==> config.mk <==
export PLATFORM = sky130hd
export DESIGN_NAME = block_cache_lru_writeback
export DESIGN_NICKNAME = d
export VERILOG_FILES = /design/src/hdl/bclw_pkg.sv /design/src/hdl/bclw_front.sv /design/src/hdl/bclw_back.sv /design/src/hdl/block_cache_lru_writeback.sv
export VERILOG_INCLUDE_DIRS = /design/src /design/src/hdl
export SDC_FILE = /design/constraint.sdc
export NUM_CORES = 2
export LEC_CHECK = 0
export BUFFER_PORTS_ARGS = -buffer_cell sky130_fd_sc_hd__buf_2
export CAP_MARGIN = 20
export CORE_AREA = 3 3 430 432
export CTS_CLUSTER_DIAMETER = 30
export DETAILED_ROUTE_END_ITERATION = 12
export DIE_AREA = 0 0 433 435
export GPL_TIMING_DRIVEN = 0
export REMOVE_ABC_BUFFERS = 1
export SLEW_MARGIN = 20
export SYNTH_ARGS = -nofsm -noshare
export SYNTH_HDL_FRONTEND = slang
export SYNTH_SLANG_ARGS = --single-unit
==> constraint.sdc <==
create_clock -name aclk -period 5.3 [get_ports aclk]
set_clock_uncertainty 0.1 [all_clocks]
set_input_delay 0.795 -clock aclk [delete_from_list [all_inputs] [get_ports aclk]]
set_output_delay 0.795 -clock aclk [all_outputs]
set_load 0.02 [all_outputs]
==> src/hdl/block_cache_lru_writeback_assert.svh <==
// Assertion macros for the buffer cache controller.
// BCLW_ASSERT: property checked at every rising clock edge outside reset.
// BCLW_ASSERT_NEXT: when the first argument holds, the second holds in the next cycle.
`ifndef BLOCK_CACHE_LRU_WRITEBACK_ASSERT_SVH
`define BLOCK_CACHE_LRU_WRITEBACK_ASSERT_SVH
`ifndef SYNTHESIS
`define BCLW_ASSERT(label, clk, rstn, prop) \
    label: assert property (@(posedge clk) disable iff (!rstn) prop) \
        else $error("bclw assertion failed");
`define BCLW_ASSERT_NEXT(label, clk, rstn, ante, cons) \
    label: assert property (@(posedge clk) disable iff (!rstn) (ante) |=> (cons)) \
        else $error("bclw assertion failed");
`else
`define BCLW_ASSERT(label, clk, rstn, prop)
`define BCLW_ASSERT_NEXT(label, clk, rstn, ante, cons)
`endif
`endif

==> src/hdl/bclw_pkg.sv <==
package bclw_pkg;

    localparam int NUM_BUFFERS_DEF = 32;
    localparam int Q_DEPTH         = 2;

    localparam logic [1:0] OP_ALLOC = 2'd0;
    localparam logic [1:0] OP_READ  = 2'd1;
    localparam logic [1:0] OP_MARK  = 2'd2;
    localparam logic [1:0] OP_SYNC  = 2'd3;

    localparam logic [1:0] KIND_WB    = 2'd0;
    localparam logic [1:0] KIND_FETCH = 2'd1;
    localparam logic [1:0] KIND_DONE  = 2'd2;
    localparam logic [1:0] KIND_ERR   = 2'd3;

    localparam logic REG_INVALID_BNO = 1'b0;
    localparam logic REG_FLAG_MASK   = 1'b1;

    localparam logic [31:0] INVALID_BNO_RST = 32'hFFFF_FFFF;
    localparam logic [31:0] FLAG_MASK_RST   = 32'h8000_0000;

    typedef struct packed {
        logic [1:0]  op;
        logic [31:0] block_number;
        logic [5:0]  slot;
    } in_t;

    typedef struct packed {
        logic [1:0]  kind;
        logic [31:0] block_number_res;
        logic [5:0]  slot_res;
        logic        last;
    } res_t;

    // classified command handed from front to back
    typedef struct packed {
        logic [1:0]  op;
        logic        err;
        logic [31:0] bno;   // masked tag, or raw number on error
        logic [5:0]  slot;
    } cmd_t;

endpackage

==> src/hdl/bclw_front.sv <==
module bclw_front #(
    parameter int NUM_BUFFERS = bclw_pkg::NUM_BUFFERS_DEF
) (
    input  logic               aclk,
    input  logic               aresetn,
    input  logic               s_valid,
    output logic               s_ready,
    input  bclw_pkg::in_t      s_data,
    input  logic               cfg_wr_en,
    input  logic               cfg_addr,
    input  logic [31:0]        cfg_wr_data,
    output logic               q_valid,
    input  logic               q_ready,
    output bclw_pkg::cmd_t     q_cmd
);
    localparam int PTR_W = (bclw_pkg::Q_DEPTH > 1) ? $clog2(bclw_pkg::Q_DEPTH) : 1;
    localparam int CNT_W = $clog2(bclw_pkg::Q_DEPTH + 1);

    logic [31:0] inv_bno_reg;
    logic [31:0] mask_reg;
    bclw_pkg::cmd_t q_mem [bclw_pkg::Q_DEPTH];
    logic [PTR_W-1:0] wr_ptr_reg, rd_ptr_reg;
    logic [CNT_W-1:0] cnt_reg;
    bclw_pkg::cmd_t cmd_new;
    logic push, pop;

    always_comb begin
        cmd_new.op   = s_data.op;
        cmd_new.slot = s_data.slot;
        cmd_new.err  = 1'b0;
        if (s_data.op == bclw_pkg::OP_ALLOC || s_data.op == bclw_pkg::OP_READ) begin
            cmd_new.err = (s_data.block_number == inv_bno_reg);
        end else if (s_data.op == bclw_pkg::OP_MARK) begin
            cmd_new.err = (s_data.slot >= 6'(NUM_BUFFERS));
        end
        cmd_new.bno = cmd_new.err ? s_data.block_number : (s_data.block_number & ~mask_reg);
    end

    assign s_ready = (cnt_reg < CNT_W'(bclw_pkg::Q_DEPTH));
    assign q_valid = (cnt_reg != '0);
    assign q_cmd   = q_mem[rd_ptr_reg];
    assign push    = s_valid && s_ready;
    assign pop     = q_valid && q_ready;

    always_ff @(posedge aclk) begin
        if (!aresetn) begin
            inv_bno_reg <= bclw_pkg::INVALID_BNO_RST;
            mask_reg    <= bclw_pkg::FLAG_MASK_RST;
            wr_ptr_reg  <= '0;
            rd_ptr_reg  <= '0;
            cnt_reg     <= '0;
        end else begin
            if (cfg_wr_en) begin
                if (cfg_addr == bclw_pkg::REG_INVALID_BNO) begin
                    inv_bno_reg <= cfg_wr_data;
                end else begin
                    mask_reg <= cfg_wr_data;
                end
            end
            if (push) begin
                wr_ptr_reg <= (wr_ptr_reg == PTR_W'(bclw_pkg::Q_DEPTH - 1)) ? '0 : wr_ptr_reg + 1'b1;
            end
            if (pop) begin
                rd_ptr_reg <= (rd_ptr_reg == PTR_W'(bclw_pkg::Q_DEPTH - 1)) ? '0 : rd_ptr_reg + 1'b1;
            end
            if (push && !pop) begin
                cnt_reg <= cnt_reg + 1'b1;
            end else if (pop && !push) begin
                cnt_reg <= cnt_reg - 1'b1;
            end
        end
    end

    always_ff @(posedge aclk) begin
        if (push) begin
            q_mem[wr_ptr_reg] <= cmd_new;
        end
    end

endmodule

==> src/hdl/bclw_back.sv <==
`include "block_cache_lru_writeback_assert.svh"

module bclw_back #(
    parameter int NUM_BUFFERS = bclw_pkg::NUM_BUFFERS_DEF
) (
    input  logic               aclk,
    input  logic               aresetn,
    input  logic               q_valid,
    output logic               q_ready,
    input  bclw_pkg::cmd_t     q_cmd,
    output logic               m_valid,
    input  logic               m_ready,
    output bclw_pkg::res_t     m_data
);
    localparam int IDX_W = $clog2(NUM_BUFFERS);
    localparam int CNT_W = $clog2(NUM_BUFFERS + 1);

    localparam logic [3:0] ST_IDLE   = 4'd0;
    localparam logic [3:0] ST_SEARCH = 4'd1;
    localparam logic [3:0] ST_PICK   = 4'd2;
    localparam logic [3:0] ST_LMATCH = 4'd3;
    localparam logic [3:0] ST_LSHIFT = 4'd4;
    localparam logic [3:0] ST_FLUSH  = 4'd5;
    localparam logic [3:0] ST_FETCH  = 4'd6;
    localparam logic [3:0] ST_DONE   = 4'd7;
    localparam logic [3:0] ST_ERR    = 4'd8;

    logic [3:0]             state_reg, state_next;
    bclw_pkg::cmd_t         cmd_reg;
    logic [31:0]            tags_reg [NUM_BUFFERS];
    logic [NUM_BUFFERS-1:0] valid_reg, dirty_reg;
    logic [IDX_W-1:0]       lru_reg  [NUM_BUFFERS];
    logic [IDX_W-1:0]       fifo_reg [NUM_BUFFERS];
    logic [IDX_W-1:0]       head_reg, tail_reg, tgt_reg;
    logic [CNT_W-1:0]       cnt_reg;
    logic [NUM_BUFFERS-1:0] hit_vec_reg, lmask_reg, hv, ge;
    logic                   hit_reg, was_dirty_reg, all_reg;
    logic                   out_valid_reg;
    bclw_pkg::res_t         out_data_reg, emit_data;
    logic                   emit, out_free, need_fetch, flush_last;
    logic [IDX_W-1:0]       head_slot, rd_idx, enc, pick_tgt;
    logic [31:0]            rd_tag;
    logic [3:0]             after_flush;

    assign out_free   = !out_valid_reg || m_ready;
    assign head_slot  = fifo_reg[head_reg];
    assign rd_idx     = (state_reg == ST_FLUSH) ? head_slot : tgt_reg;
    assign rd_tag     = tags_reg[rd_idx];
    assign need_fetch = (cmd_reg.op == bclw_pkg::OP_READ) && !hit_reg;
    assign flush_last = (cnt_reg == CNT_W'(1)) || (!all_reg && head_slot == tgt_reg);
    assign after_flush = need_fetch ? ST_FETCH : ST_DONE;
    assign pick_tgt   = (cmd_reg.op == bclw_pkg::OP_MARK) ? cmd_reg.slot[IDX_W-1:0] :
                        (hit_reg ? enc : lru_reg[0]);
    assign m_valid    = out_valid_reg;
    assign m_data     = out_data_reg;

    // tag compare and first-hit encode
    always_comb begin
        enc = '0;
        for (int i = 0; i < NUM_BUFFERS; i++) begin
            hv[i] = valid_reg[i] && (tags_reg[i] == cmd_reg.bno);
        end
        for (int i = NUM_BUFFERS - 1; i >= 0; i--) begin
            if (hit_vec_reg[i]) begin
                enc = IDX_W'(i);
            end
        end
    end

    // positions at or above the touched slot
    always_comb begin
        ge[0] = lmask_reg[0];
        for (int i = 1; i < NUM_BUFFERS; i++) begin
            ge[i] = ge[i-1] | lmask_reg[i];
        end
    end

    always_comb begin
        state_next = state_reg;
        emit       = 1'b0;
        emit_data  = '0;
        q_ready    = 1'b0;
        case (state_reg)
            ST_IDLE: begin
                q_ready = 1'b1;
                if (q_valid) begin
                    if (q_cmd.err) begin
                        state_next = ST_ERR;
                    end else begin
                        case (q_cmd.op)
                            bclw_pkg::OP_ALLOC, bclw_pkg::OP_READ: state_next = ST_SEARCH;
                            bclw_pkg::OP_MARK: state_next = ST_PICK;
                            default: state_next = (cnt_reg != '0) ? ST_FLUSH : ST_DONE;
                        endcase
                    end
                end
            end
            ST_SEARCH: state_next = ST_PICK;
            ST_PICK:   state_next = ST_LMATCH;
            ST_LMATCH: state_next = ST_LSHIFT;
            ST_LSHIFT: state_next = was_dirty_reg ? ST_FLUSH : after_flush;
            ST_FLUSH: begin
                if (cnt_reg == '0) begin
                    state_next = after_flush;
                end else if (out_free) begin
                    emit      = 1'b1;
                    emit_data = '{kind: bclw_pkg::KIND_WB, block_number_res: rd_tag,
                                  slot_res: 6'(head_slot), last: 1'b0};
                    if (flush_last) begin
                        state_next = after_flush;
                    end
                end
            end
            ST_FETCH: begin
                if (out_free) begin
                    emit       = 1'b1;
                    emit_data  = '{kind: bclw_pkg::KIND_FETCH, block_number_res: cmd_reg.bno,
                                   slot_res: 6'(tgt_reg), last: 1'b0};
                    state_next = ST_DONE;
                end
            end
            ST_DONE: begin
                if (out_free) begin
                    emit       = 1'b1;
                    state_next = ST_IDLE;
                    emit_data.kind = bclw_pkg::KIND_DONE;
                    emit_data.last = 1'b1;
                    case (cmd_reg.op)
                        bclw_pkg::OP_SYNC: begin
                            emit_data.block_number_res = '0;
                            emit_data.slot_res         = '0;
                        end
                        bclw_pkg::OP_MARK: begin
                            emit_data.block_number_res = valid_reg[tgt_reg] ? rd_tag : '0;
                            emit_data.slot_res         = 6'(tgt_reg);
                        end
                        default: begin
                            emit_data.block_number_res = cmd_reg.bno;
                            emit_data.slot_res         = 6'(tgt_reg);
                        end
                    endcase
                end
            end
            ST_ERR: begin
                if (out_free) begin
                    emit       = 1'b1;
                    state_next = ST_IDLE;
                    emit_data.kind = bclw_pkg::KIND_ERR;
                    emit_data.last = 1'b1;
                    if (cmd_reg.op == bclw_pkg::OP_MARK) begin
                        emit_data.block_number_res = '0;
                        emit_data.slot_res         = cmd_reg.slot;
                    end else begin
                        emit_data.block_number_res = cmd_reg.bno;
                        emit_data.slot_res         = '0;
                    end
                end
            end
            default: state_next = ST_IDLE;
        endcase
    end

    // control state
    always_ff @(posedge aclk) begin
        if (!aresetn) begin
            state_reg     <= ST_IDLE;
            valid_reg     <= '0;
            dirty_reg     <= '0;
            head_reg      <= '0;
            tail_reg      <= '0;
            cnt_reg       <= '0;
            out_valid_reg <= 1'b0;
            for (int i = 0; i < NUM_BUFFERS; i++) begin
                lru_reg[i] <= IDX_W'(i);
            end
        end else begin
            state_reg <= state_next;
            if (emit) begin
                out_valid_reg <= 1'b1;
            end else if (m_ready) begin
                out_valid_reg <= 1'b0;
            end
            if (state_reg == ST_LSHIFT) begin
                for (int i = 0; i < NUM_BUFFERS - 1; i++) begin
                    lru_reg[i] <= ge[i] ? lru_reg[i+1] : lru_reg[i];
                end
                lru_reg[NUM_BUFFERS-1] <= tgt_reg;
            end
            if (state_reg == ST_FLUSH && emit) begin
                dirty_reg[head_slot] <= 1'b0;
                head_reg <= (head_reg == IDX_W'(NUM_BUFFERS - 1)) ? '0 : head_reg + 1'b1;
                cnt_reg  <= cnt_reg - 1'b1;
            end
            if (state_reg == ST_DONE && emit) begin
                if (cmd_reg.op == bclw_pkg::OP_ALLOC || cmd_reg.op == bclw_pkg::OP_READ) begin
                    valid_reg[tgt_reg] <= 1'b1;
                end
                if (cmd_reg.op == bclw_pkg::OP_MARK && !was_dirty_reg) begin
                    dirty_reg[tgt_reg] <= 1'b1;
                    tail_reg <= (tail_reg == IDX_W'(NUM_BUFFERS - 1)) ? '0 : tail_reg + 1'b1;
                    cnt_reg  <= cnt_reg + 1'b1;
                end
            end
        end
    end

    // payload
    always_ff @(posedge aclk) begin
        if (state_reg == ST_IDLE && q_valid) begin
            cmd_reg <= q_cmd;
            all_reg <= (q_cmd.op == bclw_pkg::OP_SYNC);
        end
        if (state_reg == ST_SEARCH) begin
            hit_vec_reg <= hv;
            hit_reg     <= |hv;
        end
        if (state_reg == ST_PICK) begin
            tgt_reg       <= pick_tgt;
            was_dirty_reg <= dirty_reg[pick_tgt];
        end
        if (state_reg == ST_LMATCH) begin
            for (int i = 0; i < NUM_BUFFERS; i++) begin
                lmask_reg[i] <= (lru_reg[i] == tgt_reg);
            end
        end
        if (state_reg == ST_DONE && emit) begin
            if (cmd_reg.op == bclw_pkg::OP_ALLOC || cmd_reg.op == bclw_pkg::OP_READ) begin
                tags_reg[tgt_reg] <= cmd_reg.bno;
            end
            if (cmd_reg.op == bclw_pkg::OP_MARK && !was_dirty_reg) begin
                fifo_reg[tail_reg] <= tgt_reg;
            end
        end
        if (emit) begin
            out_data_reg <= emit_data;
        end
    end

    `BCLW_ASSERT(a_cnt_tracks_dirty, aclk, aresetn, $countones(dirty_reg) == int'(cnt_reg))
    `BCLW_ASSERT(a_cnt_bound, aclk, aresetn, int'(cnt_reg) <= NUM_BUFFERS)
    `BCLW_ASSERT_NEXT(a_done_to_idle, aclk, aresetn, state_reg == ST_DONE && out_free, state_reg == ST_IDLE && out_valid_reg && out_data_reg.last)

endmodule

==> src/hdl/block_cache_lru_writeback.sv <==
// Channel    | Ports                       | Word
// -----------+-----------------------------+------------------------------------
// op in      | s_valid s_ready s_data      | op, block_number, slot
// result out | m_valid m_ready m_data      | kind, block_number_res, slot_res, last
// config     | cfg_wr_en cfg_addr cfg_wr_data | 0 reserved block, 1 flag mask
//
// Allocate/read: tag search, pick, LRU match then shift, then any write-backs,
// a fetch on a read miss and the reply word; mark dirty skips the search, sync
// flushes every dirty slot and replies. Output is one word per cycle while
// m_ready allows; a reply held by m_ready stalls the back end.
// Reset (aresetn low, synchronous) clears valid/dirty bits, the dirty queue
// and sets LRU order to slot 0 oldest. A two-word queue lets ops arrive while
// the back end is stalled on m_ready.
module block_cache_lru_writeback #(
    parameter int NUM_BUFFERS = bclw_pkg::NUM_BUFFERS_DEF
) (
    input  logic           aclk,
    input  logic           aresetn,
    input  logic           s_valid,
    output logic           s_ready,
    input  bclw_pkg::in_t  s_data,
    output logic           m_valid,
    input  logic           m_ready,
    output bclw_pkg::res_t m_data,
    input  logic           cfg_wr_en,
    input  logic           cfg_addr,
    input  logic [31:0]    cfg_wr_data
);
    logic           q_valid, q_ready;
    bclw_pkg::cmd_t q_cmd;

    // front: config registers, reserved-number/slot checks, tag masking, queue
    bclw_front #(.NUM_BUFFERS(NUM_BUFFERS)) u_front (
        .aclk        (aclk),
        .aresetn     (aresetn),
        .s_valid     (s_valid),
        .s_ready     (s_ready),
        .s_data      (s_data),
        .cfg_wr_en   (cfg_wr_en),
        .cfg_addr    (cfg_addr),
        .cfg_wr_data (cfg_wr_data),
        .q_valid     (q_valid),
        .q_ready     (q_ready),
        .q_cmd       (q_cmd)
    );

    // back: tag lookup, LRU, dirty queue flush, registered output word
    bclw_back #(.NUM_BUFFERS(NUM_BUFFERS)) u_back (
        .aclk    (aclk),
        .aresetn (aresetn),
        .q_valid (q_valid),
        .q_ready (q_ready),
        .q_cmd   (q_cmd),
        .m_valid (m_valid),
        .m_ready (m_ready),
        .m_data  (m_data)
    );

endmodule
After elaboration in Yosys (flattened, before gate mapping):

Memory sizes are Yosys's and may differ from the RTL's. A register that Yosys moved wholly into a read port is not among the register bits.
Index checks and enable logic that the tools add are counted.

* register bits after elaboration: 305
* memory bits (writable): 1426
* output and inout bits: 43
* word-level logic and storage cells: 439
* memories: 4

* add/sub/neg operators: 8
* $lt $le $gt $ge: 7
* equal/unequal tests: 89
* muxes and demuxes: 165
* bitwise gates (word level): 69
* reductions and logical operators: 72

Memories
* u_back.tags_reg: words 32, bits a word 32, read ports 33, clocked after Yosys merged registers in 0, write ports 1, line bclw_back.sv:30 `logic [31:0] tags_reg [NUM_BUFFERS];`
* u_back.fifo_reg: words 32, bits a word 5, read ports 1, clocked after Yosys merged registers in 1, write ports 1, line bclw_back.sv:33 `logic [IDX_W-1:0] fifo_reg [NUM_BUFFERS];`
* u_back.lru_reg: words 32, bits a word 5, read ports 32, clocked after Yosys merged registers in 0, write ports 32, line bclw_back.sv:32 `logic [IDX_W-1:0] lru_reg [NUM_BUFFERS];`
* u_front.q_mem: words 2, bits a word 41, read ports 1, clocked after Yosys merged registers in 1, write ports 1, line bclw_front.sv:21 `bclw_pkg::cmd_t q_mem [bclw_pkg::Q_DEPTH];`

Operator list (count)
* == test 32 bit: 33
* 2-to-1 mux 5 bit: 102
* 2-to-1 mux 32 bit: 6
* case mux 41 bit (4 select lines): 1
* == test 5 bit: 32
* 2-to-1 mux 41 bit: 3
* case mux 38 bit (2 select lines): 1
* AND 32 bit: 2
* NOT 32 bit: 2
* bitwise OR 32 bit: 2
* bitwise OR 1 bit: 62
* logical AND 1 bit: 44
* 2-to-1 mux 40 bit: 1
* 2-to-1 mux 39 bit: 1
* 2-to-1 mux 38 bit: 1
* 2-to-1 mux 4 bit: 8
* case mux 4 bit (8 select lines): 1
* OR reduction 32 bit: 1
* 2-to-1 mux 1 bit: 28
* < comparator 5 x 6 -> 1 bit (second input constant): 3
* 2-to-1 mux 6 bit: 3
* == test 4 x 3 -> 1 bit (second input constant): 4
* adder 5 x 1 -> 5 bit (second input constant): 2
* binary-select mux 1 bit (select 5 bit): 2
* 33 further kinds: 65

Longest topological paths before layout:

* depth after elaboration: 36
* depth in mapped cells: 17
* gate-level depth less buffers: 11

Hierarchy:

From an unflattened synthesis, not the netlist that was laid out.

* cells, all modules: 6235
* area, all modules: 81435.6 µm²

Modules (own cells, without submodules)
* bclw_back: instances 1, cells each 5688, area each 75270.9 µm², sequential area each 46694.8 µm²
* bclw_front: instances 1, cells each 547, area each 6164.7 µm², sequential area each 3843.7 µm²

Worst setup path before layout:

No wires, ideal clock.

* path type: flip-flop to flip-flop
* start point: register u_back.tgt_reg[0]
* end point: memory u_back.tags_reg[31][0], enable pin
* library setup time: 0.423 ns
* arrival time: 3.511 ns
* required time: 4.777 ns
* slack: 1.267 ns
* stages on the path, launching flop included: 6
* buffers on the path: 3
* path through: edfxtp_1 -> clkbuf_1 -> clkbuf_1 -> buf_1 -> nand3_1 -> nor2_1

RTL lines
* start: declaration: line bclw_back.sv:34 `logic [IDX_W-1:0] head_reg, tail_reg, tgt_reg;`
* start signal: assignment: line bclw_back.sv:218 `tgt_reg <= pick_tgt;`
* end: declaration: line bclw_back.sv:30

Straight into the memory's write port.

==> impl_metrics.tcl <==
set metrics [dict create \
    yosysUniqueCellTypes 64 \
    crit_path_frequent_cell "buf_16" \
    max_slew_margin 0.0897 \
    timing.final.crit_share 0.977 \
    slew_viol_final 0 \
    ys_top_cells_by_area "edfxtp_1 58%, xnor2_1 9.9%, mux4_2 4.9%" \
    grt.overflow.total 0 \
    clk_pin_slew_worst_paths_ns 0.05 \
    p_per_area_nw_per_um2 564 \
    slowest_stage "o211ai_1" \
    cp_top_family "compound AO/OA/AOI/OAI gates" \
    fin_nets 6728 \
    slowest_delay_ns 0.54 \
    grt_pass1_wl_um 375000 \
    initial_core_util 0.450 \
    worst_pin_slew_ns 1.35 \
    gp_congestion 0.941 \
    setup_viol 0 \
    clk_latency_ns 0.95 \
    drcViolationCount 0 \
    io_pins 121 \
    total_power_uw 59000 \
    critPathRequiredTime_ns 5.84 \
    r2r_slack_ns 0.12 \
    worstPathCellList "buf_16 > mux4_2 > or2_2 > nand3_1 > and4_2 > a21oi_4 > buf_16 > buf_16 > buf_16 > buf_16 > buf_16 > nand2_1 > nand2_1 > o211ai_1 > a41oi_2 > a221o_1" \
    rows 156 \
    die_y_um 435 \
    via_per_inst 5.90 \
    start_kind "flip-flop" \
    hold_viol 0 \
    synthArstFlopShare 0 \
    status "finished, final reports clean" \
    worstPathMaxFanout 26 \
    synthCells 6156 \
    synth-edff-count 1577 \
    dieWidth_um 433 \
    period_needed_ns 5.18 \
    root_buffer "clkbuf_16" \
    arrival_ns 5.72 \
    cts_sinks 1736 \
    wl_per_cell_um 27.6 \
    dieArea_um2 188000 \
    cts_tree "yes" \
    numCtsBuffers 403 \
    grt_max_degree 141 \
    fin_util 0.578 \
    endpoint_kind "flip-flop" \
    syn2layout_area_growth_pct 28.5 \
    ir_drop_uv 422 \
    hold_slack_ns 0.0607 \
    drive_gt1_frac 0.203 \
    synth_top_area_share 0.582 \
    fillers 13820 \
    power.static_leakage_uw 0.0353 \
    postRouteAntennaNets 0 \
    synth-seq-cells 1736 \
    hold_class "primary input to flip-flop" \
    cts.path.max_buffers 4 \
    largest_register_ffs 1024 \
    syn_avg_cell_area_um2 13.2 \
    ys_seq_area_frac 0.621 \
    synth_largest_area_cell "edfxtp_1" \
    critPathBufInv 6 \
    synthFlopType "edfxtp_1" \
    wirelength_um 258000 \
    maxCapViolCount 0 \
    core_um2 181000 \
    syn_area_um2 81300 \
    vias 55068 \
    fmax_ghz 0.193 \
    track_usage 0.270 \
    antenna_found_initial 6 \
    cts_max_level 5 \
    grt_pass1_vias 54483 \
    first_pass_iters 6 \
    portBuffers 120 \
    critPathKind "flip-flop to flip-flop" \
    drt_iter0_drc 6247 \
    dpl.hpwl_um 185000 \
    rsz0062_at_grt "false" \
    ys_warn_count 0 \
]
power by group:
part           switching, µW  total (µW)  internal [µW]  leakage (µW)
Sequential               724       17400          16700        0.0156
Combinational           9830       16300           6450        0.0131
Clock                   7680       25300          17600       0.00661
cell type report:
type / count / area [µm²] / area share
Timing Repair Buffer: 481 / 7310 / 0.0699
Multi-Input combinational cell: 3977 / 29700 / 0.284
Clock inverter: 236 / 3160 / 0.0303
Antenna cell: 2 / 5.00 / 0.0000479
Inverter: 40 / 150 / 0.00144
Sequential cell: 1736 / 50600 / 0.484
Tap cell: 2370 / 2970 / 0.0284
Clock buffer: 488 / 10700 / 0.102
routing by layer:
layer	part of all wire	track usage	wire length [µm]
met5	0.000089	0	23
met3	0.088	0.0532	22600
met2	0.45	0.408	117000
met1	0.40	0.369	104000
met4	0.055	0.139	14200
cell families after synthesis:
group           after synthesis  share of synthesized area
buf+inv                     443                     0.0220
flops                      1736                      0.621
xor+xnor                   1214                      0.131
mux                         260                     0.0601
simple gates               1919                      0.113
compound gates              573                     0.0513
fa+ha+maj                    11                    0.00169
synth_stat cells, types with 35 or more instances:
cell type / instances
and2_1: 38
nand2_1: 888
dfxtp_1: 159
nand3_1: 240
nor4_1: 135
inv_1: 40
and3_1: 60
nor3_1: 62
a21boi_0: 104
a22oi_1: 70
buf_2: 38
xor2_1: 297
o211ai_1: 133
clkbuf_1: 288
o21a_1: 35
nand4_1: 213
mux2_2: 51
mux4_2: 177
nand2b_1: 94
nor2_1: 113
edfxtp_1: 1577
buf_1: 65
o21ai_0: 78
xnor2_1: 917
layout by cell type, fill, tap and decap left out, drive strengths merged, types with 60 or more instances in the layout:
master / Yosys / final
o21ai: 79 / 79
o211ai: 133 / 133
nor3: 63 / 63
nand3: 240 / 240
dfxtp: 159 / 159
nor2: 113 / 113
nand4: 213 / 213
edfxtp: 1577 / 1577
a21boi: 104 / 104
bufinv: 0 / 70
nor4: 135 / 135
nand2: 888 / 888
clkinv: 0 / 110
a22oi: 70 / 70
clkbuf: 289 / 489
buf: 114 / 444
mux4: 177 / 177
nand2b: 94 / 94
and3: 60 / 60
xor2: 297 / 297
xnor2: 917 / 917
stage by stage:
stage / area [µm²] / setup TNS [ns] / setup WS, ns / cells
global placement: 83300 / -4983.54 / -27.54 / 8243
detailed placement: 90000 / -3.24 / -0.285 / 8562
CTS: 104000 / 0 / 0.00436 / 9325
global route: 105000 / 0 / 0.0109 / 9330
floorplan: 79700 / -341.54 / -11.20 / 5753
finish: 105000 / 0 / 0.125 / 9330
repair_timing:
item / 4_1_cts / 5_1_grt
gates resized for setup: 8 / 17
hold buffers: 36 / 0
endpoints found under the setup margin: 31 / 19
cloned: 0 / 1
setup buffers: 3 / 1
hold endpoints to repair: 54 / 0
pin swaps: 1 / 3
worst register-to-register path: stages (launching register included):
cell and delay [ns]:
dfxtp_4 0.42, buf_16 0.21, mux4_2 0.55, or2_2 0.29, nand3_1 0.13, and4_2 0.44, a21oi_4 0.25, buf_16 0.29
buf_16 0.19, buf_16 0.18, buf_16 0.19, buf_16 0.18, nand2_1 0.09, nand2_1 0.08, o211ai_1 0.54, a41oi_2 0.31
a221o_1 0.42
final timing paths:
check | start | end | cells past startpoint
worst max-delay path | flip-flop | u_back.m_data[33] | 16
worst min-delay path | cfg_wr_data[4] | u_front.inv_bno_reg[4] | 3
worst max register to register | flip-flop | u_back.m_data[33] | 16
worst min register to register | u_front.mask_reg[27] | u_front.mask_reg[27] | 2
Power figures use the tool's default switching activity.
